===== config.mk =====
export PLATFORM = sky130hd
export DESIGN_NAME = tnnc_ram
export DESIGN_NICKNAME = d
export VERILOG_FILES = /design/src/rtl/tnnc_ram.sv
export SDC_FILE = /design/constraint.sdc
export NUM_CORES = 1
export LEC_CHECK = 0
export BUFFER_PORTS_ARGS = -buffer_cell sky130_fd_sc_hd__buf_2
export CORE_ASPECT_RATIO = 1.2
export CORE_UTILIZATION = 60
export CTS_CLUSTER_SIZE = 40
export DETAILED_ROUTE_END_ITERATION = 16
export PLACE_DENSITY = 0.78
export SLEW_MARGIN = 20
export SYNTH_ARGS = -nofsm -noshare
export SYNTH_HDL_FRONTEND = slang
export SYNTH_SLANG_ARGS = --single-unit

===== constraint.sdc =====
create_clock -name clk_i -period 2.5 [get_ports clk_i]
set_clock_uncertainty 0.15 [all_clocks]
set_input_delay 0.5 -clock clk_i [delete_from_list [all_inputs] [get_ports clk_i]]
set_output_delay 0.5 -clock clk_i [all_outputs]
set_load 0.02 [all_outputs]

===== src/rtl/tnnc_ram.sv =====
// ----------------------------------------------------------------------------
// Generic single-port-write RAM
// One write port and one read port, with the read data registered.
// ----------------------------------------------------------------------------
module tnnc_ram #(
  parameter int Width = 8,
  parameter int Depth = 16
) (
  input  logic                     clk_i,
  input  logic                     we_i,
  input  logic [$clog2(Depth)-1:0] waddr_i,
  input  logic [Width-1:0]         wdata_i,
  input  logic [$clog2(Depth)-1:0] raddr_i,
  output logic [Width-1:0]         rdata_o
);

  logic [Width-1:0] mem_q [Depth];
  logic [Width-1:0] rdata_q;

  // Write port and registered read port.
  always_ff @(posedge clk_i) begin
    if (we_i) begin
      mem_q[waddr_i] <= wdata_i;
    end
    rdata_q <= mem_q[raddr_i];
  end

  assign rdata_o = rdata_q;

endmodule


==> summary.md, run 1 <==
| Metric | Value |
|---|---|
| Hold Buf Count CTS | 0 |
| DRT Pass-1 Iters | 5 |
| Max Fanout on Critical Path | 1 |
| Nets | 301 |
| Die Ht | 103 um |
| CP endpoint kind | output port |
| Core area | 8200 um^2 |
| Post-DP HPWL | 5880 um |
| Cell Area, Synth | 5150 um^2 |
| Final WL | 9630 um |
| PostCTS Resize Cnt | 0 |
| Root buf cell | clkbuf_8 |
| Pin count of the biggest net entering global routing | 33 |
| Reg clk slew, reported paths | 0.06 ns |
| # rows | 36 |
| Gr usage total | 25.3% |
| Top cells by area, synth | edfxtp_1 (75%), mux4_2 (7.9%), mux4_1 (7.1%) |
| Peak supply drop | 0.640 mV |
| Final Power | 5.13 mW |
| Mapped Cells | 229 |
| Final hold vios | 0 |
| Cell Count, Final, Fillers Out | 410 |
| Number of global-route vias before repair | 2575 |
| Relative slew slack | 58.0% |
| Final min period | 1.69 ns |
| Worst slew pin tran | 0.628 ns |
| Fraction of layout cells with a size suffix above 1 | 31.4% |
| Async set-reset flop share out of synthesis | 0% |
| Remaining DRCs | 0 |
| Final period util | 67.6% |
| Most common cell after layout, fill and taps aside | edfxtp_1 |
| Slowest stage delay, CP | 0.35 ns |
| Setup violators final | 0 |
| Post-route antenna net violation count | 0 |
| Leading cell types in the layout, fill and taps excluded | edfxtp_1 (128), buf_2 (25), mux4_2 (18), buf_4 (18) |
| DRT iter0 DRCs | 195 |
| PwrDens | 846 nW/um^2 |
| Setup TNS Final | 0 ns |
| Initial Utilization | 62.8% |
| Total die area | 8960 um^2 |
| Latest clock arrival within the worst-skew pair | 0.51 ns |
| Synth Register Bits | 136 |
| Yosys top cell by area | edfxtp_1 |
| PnR worst setup slack | 0.811 ns |
| Seq/Total Area, Yosys | 77.8% |
| Status | finished clean |
| CP Buf/Inv Count | 1 |
| Inst Count DP | 378 |
| Fin. max-slew vios | 0 |
| Vias per Instance | 6.04 |
| CP arrival | 1.04 ns |
| Ys flop type | edfxtp_1 |
| CTS buffer count | 17 |
| Layout area overhead | 17.9% |
| LEAKAGE | 2.09 nW |
| Clock Tree Buf Depth | 2 |
| DP Worst Slack | 0.376 ns |
| Initial antenna violation count | 0 |
| Element type at the critical path start | register |
| Top Ports | 26 |
| Worst Path Required | 1.85 ns |
| Synth cell types | 19 |
| Gp weighted congestion | 0.764 |
| Kind of critical path | reg2out |
| Fillers | 480 |
| H-tree depth | 4 |
| Number of port buffers | 25 |
| Slowest cell on crit path | dfxtp_1 |
| Crit-path cells | buf_2 |
| CTS tree | yes |
| Ant. Diodes | 0 |
| Via count | 2478 |
| Max-cap violations | 0 |
| Post-Syn Nets | 247 |
| Hold Path Class | in2reg |
| Num Clock Sinks | 136 |
| Delay-heaviest family, CP | flip-flops |
| Global-route wire length before repair | 14900 um |
| GRT overflow | 0 |
| Avg Inst Size Synth | 22.5 um^2 |
| Yosys top cell area share | 74.7% |
| Fmax | 592 MHz |
| RSZ-0062 raised after global routing | false |
| Ys Warns | 0 |
| Setup bufs post-CTS | 0 |
| Per-cell routed wire length | 23.5 um |
| EDFF count, synth | 128 |
| Die W | 86.6 um |
## cell families (layout without fill, tap and decap cells)
| kind of cell | Yosys count | after routing | share of synthesized area [%] |
|---|---|---|---|
| AO/OA/AOI/OAI | 16 | 16 | 2.33 |
| buffers and inverters | 10 | 77 | 1.68 |
| multiplexers | 32 | 32 | 15.0 |
| AND/OR/NAND/NOR | 35 | 35 | 3.18 |
| flip-flops | 136 | 136 | 77.8 |
## through the flow
step                      hold WS, ns  util [%]  instance area (um^2)
after global routing            0.204      74.0                  6070
after global placement          0.498      67.1                  5500
after CTS                       0.201      74.0                  6070
after detailed placement        0.514      67.1                  5500
final                           0.218      74.0                  6070
after floorplan                 0.449         -                  5150
## registers in the layout, indices dropped and copies added (netlist names)
signal and flops:
rdata_o 8, mem_q 128
## synth_stat cells (2+ instances only)
cell and n:
buf_2 3, edfxtp_1 128, buf_6 3, clkdlybuf4s25_2 3
mux4_1 14, nand2b_1 2, dfxtp_1 8, nand2_1 9
a22oi_1 16, mux4_2 18, nor2_1 13, nand3b_1 2
nor3_1 4
## final timing paths
path	cells past startpoint	from	end	slack, ns
setup / recovery	1	rdata_o[6]	rdata_o[6]	0.81
hold / removal	1	wdata_i[7]	mem_q[14][7]	0.22
setup reg to reg	3	mem_q[0][1]	rdata_o[1]	0.98
hold reg to reg	3	mem_q[15][1]	rdata_o[1]	0.52
## layer usage
layer  vias to the layer above  global-route usage (%)  routed length [um]
li1                       1085                       -                   -
met1                      1265                    30.7                3830
met2                       104                    41.5                5040
met3                        24                    8.25                 478
met4                         0                    12.4                 274
met5                         -                       0                   0
## area by class of cell
cell class                 count  area (um^2)  share of cell area (%)
clock buffer                  23          467                    7.69
tap                          114          143                    2.35
multi-input combinational     83         1060                    17.4
timing repair buffer          45          300                    4.95
sequential                   136         4000                    66.0
clock inverter                 9         97.6                    1.61
## power by group
group / internal, mW / switching [mW] / leakage (nW)
registers: 2.55 / 0.0162 / 1.22
clock network: 1.49 / 0.833 / 0.281
logic: 0.103 / 0.146 / 0.586
(Power assumes the default switching activity.)
==> run 2: changes to the inputs <==
Clock period 2.5 ns to 1.6 ns, I/O delays scaled along.
==> summary.md, run 2 (synthesis results as in run 1) <==
| Metric | Value |
|---|---|
| Hold Path Class | in2reg |
| DRT iter0 DRCs | 170 |
| Initial Utilization | 62.8% |
| CTS buffer count | 17 |
| DP Worst Slack | -0.295 ns |
| Reg clk slew, reported paths | 0.06 ns |
| Fraction of layout cells with a size suffix above 1 | 34.2% |
| Core area | 8200 um^2 |
| Reg2reg path depth | 3 |
| Peak supply drop | 1.42 mV |
| Nets | 309 |
| PwrDens | 1320 nW/um^2 |
| Fillers | 458 |
| Root buf cell | clkbuf_8 |
| Status | finished clean |
| PnR worst setup slack | 0.0566 ns |
| Worst Path Required | 1.85 ns |
| Setup violators final | 0 |
| CTS tree | yes |
| PostCTS Resize Cnt | 0 |
| Final period util | 96.5% |
| Kind of critical path | reg2reg |
| Initial antenna violation count | 0 |
| DRT Pass-1 Iters | 5 |
| CP endpoint kind | register |
| H-tree depth | 4 |
| CP arrival | 1.79 ns |
| Element type at the critical path start | register |
| Per-cell routed wire length | 23.0 um |
| Die W | 86.6 um |
| Gp weighted congestion | 0.775 |
| Fmax | 648 MHz |
| Max reg flops | 128 |
| Die Ht | 103 um |
| Top reg by flops | mem_q |
| Ant. Diodes | 0 |
| Fin. max-slew vios | 0 |
| Final hold vios | 0 |
| Total die area | 8960 um^2 |
| Worst slew pin tran | 0.710 ns |
| Layout area overhead | 21.2% |
| Hold Buf Count CTS | 0 |
| Max-cap violations | 0 |
| # rows | 36 |
| LEAKAGE | 2.16 nW |
| Clock Tree Buf Depth | 2 |
| Post-route antenna net violation count | 0 |
| Top Ports | 26 |
| Gr usage total | 24.5% |
| RSZ-0062 raised after global routing | false |
| Max Fanout on Critical Path | 1 |
| Number of global-route vias before repair | 2603 |
| GRT overflow | 0 |
| Number of port buffers | 25 |
| Vias per Instance | 6.00 |
| Most common cell after layout, fill and taps aside | edfxtp_1 |
| Via count | 2506 |
| Remaining DRCs | 0 |
| Hold path depth | 1 |
| Latest clock arrival within the worst-skew pair | 0.52 ns |
| Setup bufs post-CTS | 0 |
| Relative slew slack | 52.6% |
| Global-route wire length before repair | 14400 um |
| Pin count of the biggest net entering global routing | 19 |
| Leading cell types in the layout, fill and taps excluded | edfxtp_1 (128), buf_2 (25), buf_4 (21), mux4_2 (18) |
| Num Clock Sinks | 136 |
| Post-DP HPWL | 6000 um |
| Final WL | 9620 um |
| Final min period | 1.54 ns |
| Final Util | 76.1% |
| Final Power | 8.23 mW |
==> run 2: changes by cell type in the layout (fill, tap and decap cells not counted), sizes merged <==
cell | before | now
buf | 45 | 53
bufinv | 2 | 4
clkinv | 6 | 8
clkbuf | 23 | 20
clkinvlp | 1 | 0
==> run 2: layer usage <==
layer / wire length (um) / vias to the layer above / part of all wire (%) / track usage [%]
met3: 583 / 25 / 6.1 / 8.89
met4: 296 / 0 / 3.1 / 12.3
met2: 5110 / 99 / 53 / 40.4
met1: 3630 / 1281 / 38 / 28.9
met5: 0 / - / 0 / 0
li1: - / 1101 / - / -
==> run 2: power breakdown <==
group	switching (mW)	internal (mW)
Sequential	0.0251	3.99
Clock	1.30	2.50
Combinational	0.238	0.181
==> run 2: critical path, stage by stage, from the launching register on <==
cell and delay, ns:
edfxtp_1 0.42, mux4_2 0.51, a22oi_1 0.27, nand2_1 0.08
==> run 2: area by class of cell <==
cell class | instances | area, um^2 | share of cell area [%]
Timing Repair Buffer | 53 | 423 | 6.78
Tap cell | 114 | 143 | 2.29
Sequential cell | 136 | 4000 | 64.2
Clock buffer | 20 | 425 | 6.82
Clock inverter | 12 | 156 | 2.51
Multi-Input combinational cell | 83 | 1090 | 17.4
==> run 2: final timing paths <==
check | start | to | slack [ns]
max reg2reg | mem_q[0][6] | rdata_o[6] | 0.06
max | mem_q[0][6] | rdata_o[6] | 0.06
min | wdata_i[4] | mem_q[7][4] | 0.04
min reg2reg | mem_q[15][6] | rdata_o[6] | 0.52
==> run 2: through the flow <==
stage,instance area [um^2],instances,hold slack (ns),setup TNS [ns]
after floorplan,5190,229,0.269,-0.0236
after global placement,5660,386,0.494,-2.44
after detailed placement,5660,386,0.504,-4.37
after CTS,6240,418,0.0179,0
after global routing,6240,418,0.0121,0
final,6240,418,0.0433,0
